==> config.mk <==
export PLATFORM = sky130hd
export DESIGN_NAME = rmq_ctrl
export DESIGN_NICKNAME = d
export VERILOG_FILES = /design/src/rmq_pkg.sv /design/src/rmq_ctrl.sv
export SDC_FILE = /design/constraint.sdc
export NUM_CORES = 1
export LEC_CHECK = 0
export ABC_AREA = 1
export BUFFER_PORTS_ARGS = -buffer_cell sky130_fd_sc_hd__buf_2
export CAP_MARGIN = 10
export CORE_AREA = 2 2 39 41
export DETAILED_ROUTE_END_ITERATION = 12
export DIE_AREA = 0 0 41 43
export GPL_TIMING_DRIVEN = 1
export PLACE_DENSITY = 0.48
export SYNTH_ARGS = -nofsm -noshare
export SYNTH_HDL_FRONTEND = slang
export SYNTH_SLANG_ARGS = --single-unit
export TNS_END_PERCENT = 50
==> constraint.sdc <==
create_clock -name clk -period 1 [get_ports clk]
set_input_delay 0.1 -clock clk [delete_from_list [all_inputs] [get_ports clk]]
set_output_delay 0.1 -clock clk [all_outputs]
set_load 0.01 [all_outputs]
==> src/rmq_pkg.sv <==
// Package with shared types and constants of the range-mode query block.
package rmq_pkg;

    localparam int ValueWidth = 32;
    localparam int CountWidth = 11;
    localparam int IndexWidth = 10;

    localparam logic CMD_LOAD  = 1'b0;
    localparam logic CMD_QUERY = 1'b1;

    typedef struct packed {
        logic                  command;
        logic [IndexWidth-1:0] position;
        logic [ValueWidth-1:0] value;
        logic [IndexWidth-1:0] left;
        logic [IndexWidth-1:0] right;
    } rmq_in_t;

    typedef struct packed {
        logic [ValueWidth-1:0] mode_value;
        logic [CountWidth-1:0] mode_count;
        logic                  range_error;
    } rmq_out_t;

    // Commands from the controller to the datapath.
    typedef struct packed {
        logic take_item;   // capture the input transaction
        logic write_mem;   // write the load into the store
        logic start_outer; // i = lo, clear best
        logic start_inner; // clear count, latch candidate, advance j
        logic rd_outer;    // read address is i, j = lo
        logic step_inner;  // accumulate one compare, advance j
        logic finish_cand; // compare candidate with best, advance i
        logic set_error;   // result is the range error
        logic load_out;    // move the result to the output register
    } rmq_cmd_t;

    // Status from the datapath to the controller.
    typedef struct packed {
        logic is_query;
        logic out_of_range;
        logic inner_last;
        logic outer_last;
    } rmq_stat_t;

endpackage

==> src/rmq_ctrl.sv <==
// Controller state machine of the range-mode query block.
module rmq_ctrl (
    input  logic              clk,
    input  logic              rst_n,
    input  logic              in_valid,
    output logic              in_ready,
    output logic              out_valid,
    input  logic              out_ready,
    input  rmq_pkg::rmq_stat_t stat,
    output rmq_pkg::rmq_cmd_t  cmd
);
    import rmq_pkg::*;

    localparam logic [2:0] S_IDLE   = 3'd0;
    localparam logic [2:0] S_DECIDE = 3'd1;
    localparam logic [2:0] S_OREAD  = 3'd2;
    localparam logic [2:0] S_OWAIT  = 3'd3;
    localparam logic [2:0] S_INNER  = 3'd4;
    localparam logic [2:0] S_CAND   = 3'd5;
    localparam logic [2:0] S_DONE   = 3'd6;

    logic [2:0] state_reg, state_next;
    logic       out_valid_reg, out_valid_next;

    // The output register must be free before a new result is written.
    logic out_free;
    assign out_free = !out_valid_reg || out_ready;

    // Next state and commands.
    always_comb
    begin
        state_next     = state_reg;
        out_valid_next = out_valid_reg && !out_ready;
        cmd            = '0;
        unique case (state_reg)
            S_IDLE:
            begin
                if (in_valid)
                begin
                    cmd.take_item = 1'b1;
                    state_next    = S_DECIDE;
                end
            end
            S_DECIDE:
            begin
                if (!stat.is_query)
                begin
                    cmd.write_mem = 1'b1;
                    state_next    = S_IDLE;
                end
                else if (stat.out_of_range)
                begin
                    cmd.set_error = 1'b1;
                    state_next    = S_DONE;
                end
                else
                begin
                    cmd.start_outer = 1'b1;
                    state_next      = S_OREAD;
                end
            end
            S_OREAD:
            begin
                cmd.rd_outer = 1'b1;
                state_next   = S_OWAIT;
            end
            S_OWAIT:
            begin
                cmd.start_inner = 1'b1;
                state_next      = S_INNER;
            end
            S_INNER:
            begin
                cmd.step_inner = 1'b1;
                if (stat.inner_last)
                begin
                    state_next = S_CAND;
                end
            end
            S_CAND:
            begin
                cmd.finish_cand = 1'b1;
                state_next      = stat.outer_last ? S_DONE : S_OREAD;
            end
            S_DONE:
            begin
                if (out_free)
                begin
                    cmd.load_out   = 1'b1;
                    out_valid_next = 1'b1;
                    state_next     = S_IDLE;
                end
            end
            default:
            begin
                state_next = S_IDLE;
            end
        endcase
    end

    // State registers.
    always_ff @(posedge clk or negedge rst_n)
    begin
        if (!rst_n)
        begin
            state_reg     <= S_IDLE;
            out_valid_reg <= 1'b0;
        end
        else
        begin
            state_reg     <= state_next;
            out_valid_reg <= out_valid_next;
        end
    end

    assign in_ready  = (state_reg == S_IDLE);
    assign out_valid = out_valid_reg;
endmodule

== Word-level counts from Yosys, hierarchy flattened ==
Index checks and enable logic that the tools add are counted.

* Register bits: 4
* Output and inout port bits: 11
* Word-level logic and storage cells: 41

* Equal/unequal tests: 9
* Multiplexer cells: 24
* Reduce and logical (&&, ||, !) cells: 6

{| class="wikitable"
|+ Operators by type and width
! kind !! number
|-
| $pmux W3 S7 || 1
|-
| $mux W3 || 6
|-
| $mux W1 || 16
|-
| $eq A3 B3 Y1 const B || 3
|-
| $eq A3 B2 Y1 const B || 2
|-
| $ne A2 B2 Y1 const B || 3
|-
| $eq A3 B1 Y1 const B || 1
|-
| $logic_not A3 Y1 || 1
|-
| $reduce_and A3 Y1 || 1
|-
| $logic_not A1 Y1 || 2
|-
| $mux W2 || 1
|-
| $logic_and A1 B1 Y1 || 1
|-
| $logic_or A1 B1 Y1 || 1
|}

== Logic depth before layout (Yosys ltp) ==
Gate-level depths: netlist (run 1).

* Word-level depth: 4
* Mapped depth: 8

== Least setup slack after synthesis (run 1) ==
No wires, ideal clock.

* Path kind: register to register
* From: register state_reg[0]
* To: register state_reg[2]
* Arrival time: 918 ps
* Setup slack: -34 ps
* Stages on the path, launching flop included: 7
* Period minus slack after synthesis: 1034 ps
* Path through: dfrtp_1 > nor2_1 > nand3_1 > nand2_1 > nor2_1 > nand2_1 > nand2_1

* Longest elaborated chain between the ends: 3

{| class="wikitable"
|+ Ends and longest elaborated chain
! what !! line !! source
|-
| from (decl) || rmq_ctrl.sv:22 || <nowiki>logic [2:0] state_reg, state_next;</nowiki>
|-
| from (signal assigned) || rmq_ctrl.sv:111 || <nowiki>state_reg <= state_next;</nowiki>
|-
| $eq A3 B3 Y1 or $logic_not A3 Y1 (tied branches) || rmq_ctrl.sv:35 || <nowiki>unique case (state_reg)</nowiki>
|-
| $ne A2 B2 Y1 (no source line) || n/a ||
|-
| $reduce_and A3 Y1 (no source line) || n/a ||
|}

Several ways; a longest one is shown, not always the timed one.
A chain may end at the register's enable or synchronous reset.

==> results.toml, run 1 <==
[drt]
viasPerCell = 4.28
first_pass_iters = 4
drt-initial-drc-count = 6
vias = 424
drc = 0
postRouteAntennaNets = 0
wirelength_um = 949
wl_per_cell_um = 9.59

[timing]
period_needed_ps = 1230
setup_ws_ps = -231
fmax_ghz = 0.812
rsz0062_at_grt = "true"
tightest_slew_ps = 180
setup_viol = 13
skew_ps = 0.785
max_slew_margin_pct = 87.9
slew_viol_final = 0
finalCritPeriodShare_pct = 123
finalHoldViolCount = 0
holdWs_ps = 152

[clock_network]
clk-insertion-delay-late_ps = 230
cts_buffer_depth = 2
cts_tree = "yes"
cts_root_buf = "clkbuf_4"
htreeDepth = 1
cts_buffers = 3
clkTransAtPathRegs_ps = 40
cts_sinks = 4

[grt]
grt_start_max_net_pins = 7
grt_pass1_vias = 370
grt_util_met1_pct = 13.4
track_usage_pct = 11.5
grt-ovfl-total = 0
met2_usage_pct = 17.2
top_usage_layer = "met2"
use_met3_pct = 3.14
grt_antenna_before_repair = 0
grt_pass1_wl_mm = 1.38

[critical_path]
crit_chain = "inv_4, nor2_4, nand3_2, nor2_1, buf_2"
cp.arrival_ps = 1130
path_delay_family = "flip-flops"
cp.buffers_inverters = 2
worstSetupPathType = "flop to primary output"
start_kind = "flop"
critPathMaxStageDelay_ps = 430
cp_slowest_cell = "dfrtp_2"
cp_max_fo = 5
critPathCaptureType = "primary output"
worstPathRequired_ps = 900

[logic_synthesis]
synth_area_um2 = 317
ys_top_cells_by_area = "dfrtp_1 32%, inv_1 19%, nand3_1 13%"
synthAdderAreaFrac_pct = 0
synthDistinctLibCells = 13
synth_cells = 53
syn_avg_cell_area_um2 = 5.97
synth_xor_area_share_pct = 0
synth_fp_nets = 61
ys_warn_count = 0
seq_area_frac_synth_pct = 31.6
synth_mux_area_share_pct = 0
synth_compound_area_share_pct = 1.58
synth_top_area_share_pct = 31.6
yosysTopAreaCell = "dfrtp_1"
synth_simple_gate_area_share_pct = 44.3
synth_top_family_by_area = "simple AND/OR/NAND/NOR gates"
ys_ff_latch = 4

[floorplan]
initial_core_util_pct = 22.9
coreArea_um2 = 1380
die_h_um = 43
die_x_um = 41
fp-row-count = 14
ios = 19
die_area_um2 = 1760

[layout]
n_antenna_cell = 0
final_cell_mix = "16 x buf_2, 12 x inv_1, 9 x buf_4"
largest_register_ffs = 3
fin_nets = 93
layout_commonest_cell = "buf_2"
area_delta_synth_final_pct = 83.0
fin_cells = 99
drive_gt1_share_pct = 57.8

[place]
port_buffers = 18
dp_slack_ps = -73.0
place_hpwl_um = 651
place_inst = 90
gp_congestion = 0.702

[run_status]
status = "finished with violations"
violations = "setup timing"

[job]
drv_cap = 0

[power_and_ir_drop]
p_per_area_nw_per_um2 = 2690
p_leak_uw = 0.000362
vdd_drop_max_mv = 0.904

[hold_path]
min_path_type = "primary input to flop"
[metrics by stage]
stage / power, µW / cell area [µm²] / utilization, % / setup TNS [ps]
5_1_grt: 1700 / 579 / 41.9 / -3140
2_1_floorplan: 766 / 319 / - / -29.2
4_1_cts: 1330 / 507 / 36.6 / -2340
3_3_place_gp: 1050 / 452 / 32.6 / -315
3_5_place_dp: 1040 / 452 / 32.6 / -166
6_report: 1560 / 579 / 41.9 / -2270
[layer usage]
| layer | up-vias | routed length (µm) |
|---|---|---|
| met3 | 0 | 38 |
| met2 | 9 | 543 |
| met4 | 0 | 0 |
| met5 | - | 0 |
| met1 | 194 | 367 |
| li1 | 221 | - |
[worst paths after layout]
check	start	endpoint	slack (ps)	cells after the start
setup / recovery	state_reg[0]$_DFFE_PN0P_	cmd[6]	-230	5
hold / removal	out_ready	out_valid$_DFF_PN0_	150	4
setup reg to reg	state_reg[1]$_DFFE_PN0P_	state_reg[2]$_DFFE_PN0P_	-170	7
hold reg to reg	out_valid$_DFF_PN0_	out_valid$_DFF_PN0_	620	4
max in group asynchronous	rst_n	state_reg[0]$_DFFE_PN0P_	660	2
min in group asynchronous	rst_n	out_valid$_DFF_PN0_	210	2
[final cells by class]
class / count / area [µm²]
fill: 144 / 805
multi-input combinational: 31 / 186
timing repair buffer: 28 / 180
sequential: 4 / 104
inverter: 17 / 66.3
clock buffer: 3 / 22.5
tap: 16 / 20.0
[Yosys cell counts]
cell,instances
o21ai_0,1
nand2_1,9
nor4_1,1
inv_1,16
nor3_1,1
dfrtp_1,4
inv_2,1
buf_4,1
nand3_2,1
nor2_2,1
nor2_1,7
nand3_1,8
nand4_1,2
[worst min-delay path: stages]
cell     delay (ps)
buf_2            70
nor2_1           40
inv_1            70
nand2_1          50
[kinds of logic (layout without fill, tap and decap cells)]
logic type             after synthesis  after routing
and+or+nand+nor                     30             30
DFF                                  4              4
buffers and inverters               18             48
AOI/OAI and AO/OA                    1              1
[report_power, final]
| group | total (µW) | switching (µW) | internal, µW | leakage, µW |
|---|---|---|---|---|
| clock | 202 | 67.2 | 134 | 0.0000138 |
| combinational | 983 | 522 | 461 | 0.000301 |
| sequential | 371 | 129 | 243 | 0.0000476 |
| total | 1560 | 718 | 838 | 0.000362 |
[repair_timing]
action | 4_1_cts | 5_1_grt
buffers inserted | 1 | 4
hold endpoints to repair | 4 | 0
pin swaps | 2 | 3
setup endpoints to repair | 13 | 13
hold buffers | 1 | 0
gates resized for setup | 7 | 12
(Power assumes the default switching activity.)
==> run 2, diff against run 1 <==
- CTS_BUF_LIST: unset -> sky130_fd_sc_hd__clkbuf_16
==> results.toml, run 2 (synthesis gave the netlist of run 1 again) <==
[critical_path]
cp.arrival_ps = 1140
start_kind = "flop"
rr_worst_depth = 7
cp_max_fo = 5
worstSetupPathType = "flop to primary output"
critPathCaptureType = "primary output"
worstPathRequired_ps = 900

[layout]
layout_commonest_cell = "buf_2"
largest_register_ffs = 3
area_delta_synth_final_pct = 96.8
fin_cells = 98
final_core_util_pct = 45.0
multi_input_area_um2 = 181
drive_gt1_share_pct = 54.9
final_cell_mix = "17 x buf_2, 13 x inv_1, 7 x nand2_1"
seq_area_um2 = 104
fin_nets = 92
n_antenna_cell = 0
final_area_um2 = 623
nFillCells = 143

[grt]
grt_start_max_net_pins = 7
grt-ovfl-total = 0
use_met3_pct = 3.14
grt_util_met1_pct = 13.7
grt_antenna_before_repair = 0
grt_pass1_vias = 387
grt_pass1_wl_mm = 1.46
met2_usage_pct = 18.8
track_usage_pct = 13.3
top_usage_layer = "met2"

[power_and_ir_drop]
p_comb_share_pct = 49.2
swShare_pct = 38.3
netSwitchingPower_uw = 765
vdd_drop_max_mv = 1.17
clkPwrFrac_pct = 31.4
internal_power_uw = 1230
seqPwrFrac_pct = 19.4
p_per_area_nw_per_um2 = 3200
p_leak_uw = 0.000385

[place]
gp_congestion = 0.702
port_buffers = 18
placed_area_um2 = 452
place_hpwl_um = 651
place_inst = 90

[timing]
slew_viol_final = 0
max_slew_margin_pct = 87.5
setup_ws_ps = -236
finalHoldViolCount = 0
finalCritPeriodShare_pct = 124
tns_ps = -2250
tightest_slew_ps = 186
rsz0062_at_grt = "true"
skew_ps = 2.09
fmax_ghz = 0.809
period_needed_ps = 1240
setup_viol = 13

[clock_network]
cts_sinks = 4
cts_buffers = 3
cts_tree = "yes"
cts_root_buf = "clkbuf_16"
clkTransAtPathRegs_ps = 30
clk-insertion-delay-late_ps = 230
cts_buffer_depth = 2
htreeDepth = 1

[drt]
viasPerCell = 4.42
drc = 0
wl_per_cell_um = 9.93
drt-initial-drc-count = 8
first_pass_iters = 4
wirelength_um = 973
postRouteAntennaNets = 0
vias = 433

[run_status]
violations = "setup timing"
status = "finished with violations"

[floorplan]
initial_core_util_pct = 22.9
fp-row-count = 14
die_area_um2 = 1760
coreArea_um2 = 1380
die_h_um = 43
ios = 19
die_x_um = 41

[hold_path]
min_path_cells = 4
min_path_type = "primary input to flop"

[job]
drv_cap = 0
run 2: cell types whose count changed in the layout (fill, tap and decap cells not counted), sizes merged:
cell and change:
buf -1
run 2: final timing paths:
path | startpoint | to | slack, ps
min | out_ready | out_valid$_DFF_PN0_ | 160
max reg2reg | state_reg[0]$_DFFE_PN0P_ | state_reg[2]$_DFFE_PN0P_ | -160
min reg2reg | out_valid$_DFF_PN0_ | out_valid$_DFF_PN0_ | 620
max in group asynchronous | rst_n | state_reg[1]$_DFFE_PN0P_ | 650
min in group asynchronous | rst_n | state_reg[0]$_DFFE_PN0P_ | 220
max | state_reg[1]$_DFFE_PN0P_ | cmd[7] | -240
run 2: area by class of cell:
type	instances	area share (%)
well taps	16	3.21
flip-flops and latches	4	16.7
multi-input cells	31	29.1
inverters	17	11.0
clock buffers	3	12.0
repair buffers	27	27.9
run 2: metrics by stage:
| stage | worst slack [ps] | total power (µW) | hold WS (ps) |
|---|---|---|---|
| floorplan | -29.2 | 766 | -196 |
| finish | -236 | 2000 | 161 |
| global placement | -97.8 | 1050 | -88.7 |
| detailed placement | -73.0 | 1040 | -87.7 |
| CTS | -233 | 1790 | 161 |
| global route | -281 | 2130 | 188 |
run 2: worst max-delay path, stage by stage (launching register included):
cell	delay (ps)
dfrtp_2	470
nor4_2	280
buf_2	170
run 2: repair_timing:
action / in CTS / in global routing
gates resized for setup: 7 / 12
setup buffers: 2 / 2
endpoints found under the hold margin: 4 / 0
hold buffers: 1 / 0
endpoints found under the setup margin: 13 / 13
pin swaps: 2 / 2
run 2: power by group through the flow:
stage	Sequential, µW	Combinational, µW	Clock (µW)
floorplan	300	466	0
global placement	331	717	0
detailed placement	328	708	0
CTS	343	808	642
global route	398	1080	651
finish	387	983	626
run 2: layer usage:
metal,part of all wire (%),up-vias
met5,0,-
met4,5.3,0
met3,7.0,4
met2,50,15
met1,38,195
li1,-,219
==> run 3, diff against run 2 <==
- REMOVE_ABC_BUFFERS: unset -> 1
==> results.toml, run 3 (synthesis gave the netlist of run 1 again) <==
[run_status]
status = "finished with violations"
violations = "setup timing"

[place]
port_buffers = 18
placed_area_um2 = 457
place_hpwl_um = 690
gp_congestion = 0.681

[clock_network]
cts_sinks = 4
cts_buffers = 3
cts_buffer_depth = 2
clk-insertion-delay-late_ps = 220
cts_tree = "yes"
cts_root_buf = "clkbuf_16"
htreeDepth = 1
clkTransAtPathRegs_ps = 30

[grt]
grt_pass1_vias = 390
grt_pass1_wl_mm = 1.48
grt-ovfl-total = 0
grt_start_max_net_pins = 8
track_usage_pct = 12.8
grt_antenna_before_repair = 0

[timing]
fmax_ghz = 0.821
skew_ps = 3.16
setup_viol = 13
slew_viol_final = 0
finalCritPeriodShare_pct = 122
tns_ps = -2080
finalHoldViolCount = 0
max_slew_margin_pct = 86.8
holdWs_ps = 174
setup_ws_ps = -218
tightest_slew_ps = 196
period_needed_ps = 1220
rsz0062_at_grt = "true"

[layout]
final_core_util_pct = 43.4
multi_input_area_um2 = 184
layout_commonest_cell = "buf_2"
fin_nets = 90
final_cell_mix = "17 x buf_2, 13 x inv_1, 8 x nand2_1"
n_antenna_cell = 0
nFillCells = 149
seq_area_um2 = 104
final_area_um2 = 601
largest_register_ffs = 3
drive_gt1_share_pct = 53.8
area_delta_synth_final_pct = 89.7

[critical_path]
cp.buffers_inverters = 1
worstSetupPathType = "flop to primary output"
cp_slowest_cell = "dfrtp_2"
cp_max_fo = 7
r2r_slack_ps = -100
critPathCaptureType = "primary output"
worstPathRequired_ps = 900
crit_chain = "nor2_4, nand3_2, nor2_1, buf_2"
start_kind = "flop"
critPathMaxStageDelay_ps = 460
path_delay_family = "flip-flops"
cp.arrival_ps = 1120

[floorplan]
die_x_um = 41
fp-row-count = 14
coreArea_um2 = 1380
die_h_um = 43
initial_core_util_pct = 22.9
die_area_um2 = 1760
ios = 19

[drt]
wl_per_cell_um = 9.90
drc = 0
first_pass_iters = 2
viasPerCell = 4.14
wirelength_um = 950
vias = 397
drt-initial-drc-count = 1
postRouteAntennaNets = 0

[job]
drv_cap = 0

[power_and_ir_drop]
p_comb_share_pct = 48.1
internal_power_uw = 1170
p_leak_uw = 0.000374
vdd_drop_max_mv = 1.41
clkPwrFrac_pct = 32.0
p_per_area_nw_per_um2 = 3190
swShare_pct = 38.9
power.total_uw = 1920
seqPwrFrac_pct = 19.8
netSwitchingPower_uw = 746

[hold_path]
min_path_type = "primary input to flop"
-- run 3: timing repair --
action                                  4_1_cts  5_1_grt
hold buffers                                  1        0
setup buffers                                 1        0
gates resized for setup                       9        8
pin swaps                                     2        1
endpoints found under the hold margin         4        0
endpoints found under the setup margin       13       13
-- run 3: path summary, 6_finish.rpt --
| check | startpoint | to | depth (start not counted) |
|---|---|---|---|
| min in group asynchronous | rst_n | state_reg[1]$_DFFE_PN0P_ | 2 |
| worst min-delay path | out_ready | out_valid$_DFF_PN0_ | 4 |
| worst max-delay path | state_reg[2]$_DFFE_PN0P_ | cmd[6] | 4 |
| worst max register to register | state_reg[0]$_DFFE_PN0P_ | state_reg[2]$_DFFE_PN0P_ | 7 |
| max in group asynchronous | rst_n | state_reg[0]$_DFFE_PN0P_ | 2 |
| worst min register to register | out_valid$_DFF_PN0_ | out_valid$_DFF_PN0_ | 4 |
-- run 3: worst min-delay path: cells and delay by family --
| kind | cells | cell delay (ps) |
|---|---|---|
| buf+inv | 2 | 160 |
| simple gates | 2 | 100 |
-- run 3: stage by stage --
stage	setup slack [ps]	std cells
2_1_floorplan	-34.2	52
3_3_place_gp	-161	91
3_5_place_dp	-133	91
4_1_cts	-233	96
5_1_grt	-299	96
6_report	-218	96
-- run 3: per-layer routing --
layer	GRT usage (%)	part of all wire [%]	routed length, µm	up-vias
met3	4.71	4.5	43	2
met5	0	0	0	-
met4	6.00	0.84	8	0
met2	21.9	52	497	9
li1	-	-	-	213
met1	12.7	42	400	173
-- run 3: final cells by class --
type,count,share of cell area [%]
clock buffers,3,12.5
inverters,17,11.0
multi-input cells,31,30.6
flip-flops and latches,4,17.3
well taps,16,3.33
repair buffers,25,25.2
-- run 3: power by group through the flow --
| stage | Combinational [µW] | Clock [µW] | Sequential (µW) |
|---|---|---|---|
| CTS | 812 | 622 | 351 |
| global placement | 739 | 0 | 323 |
| floorplan | 414 | 0 | 318 |
| finish | 923 | 614 | 380 |
| detailed placement | 735 | 0 | 326 |
| global route | 1030 | 638 | 389 |
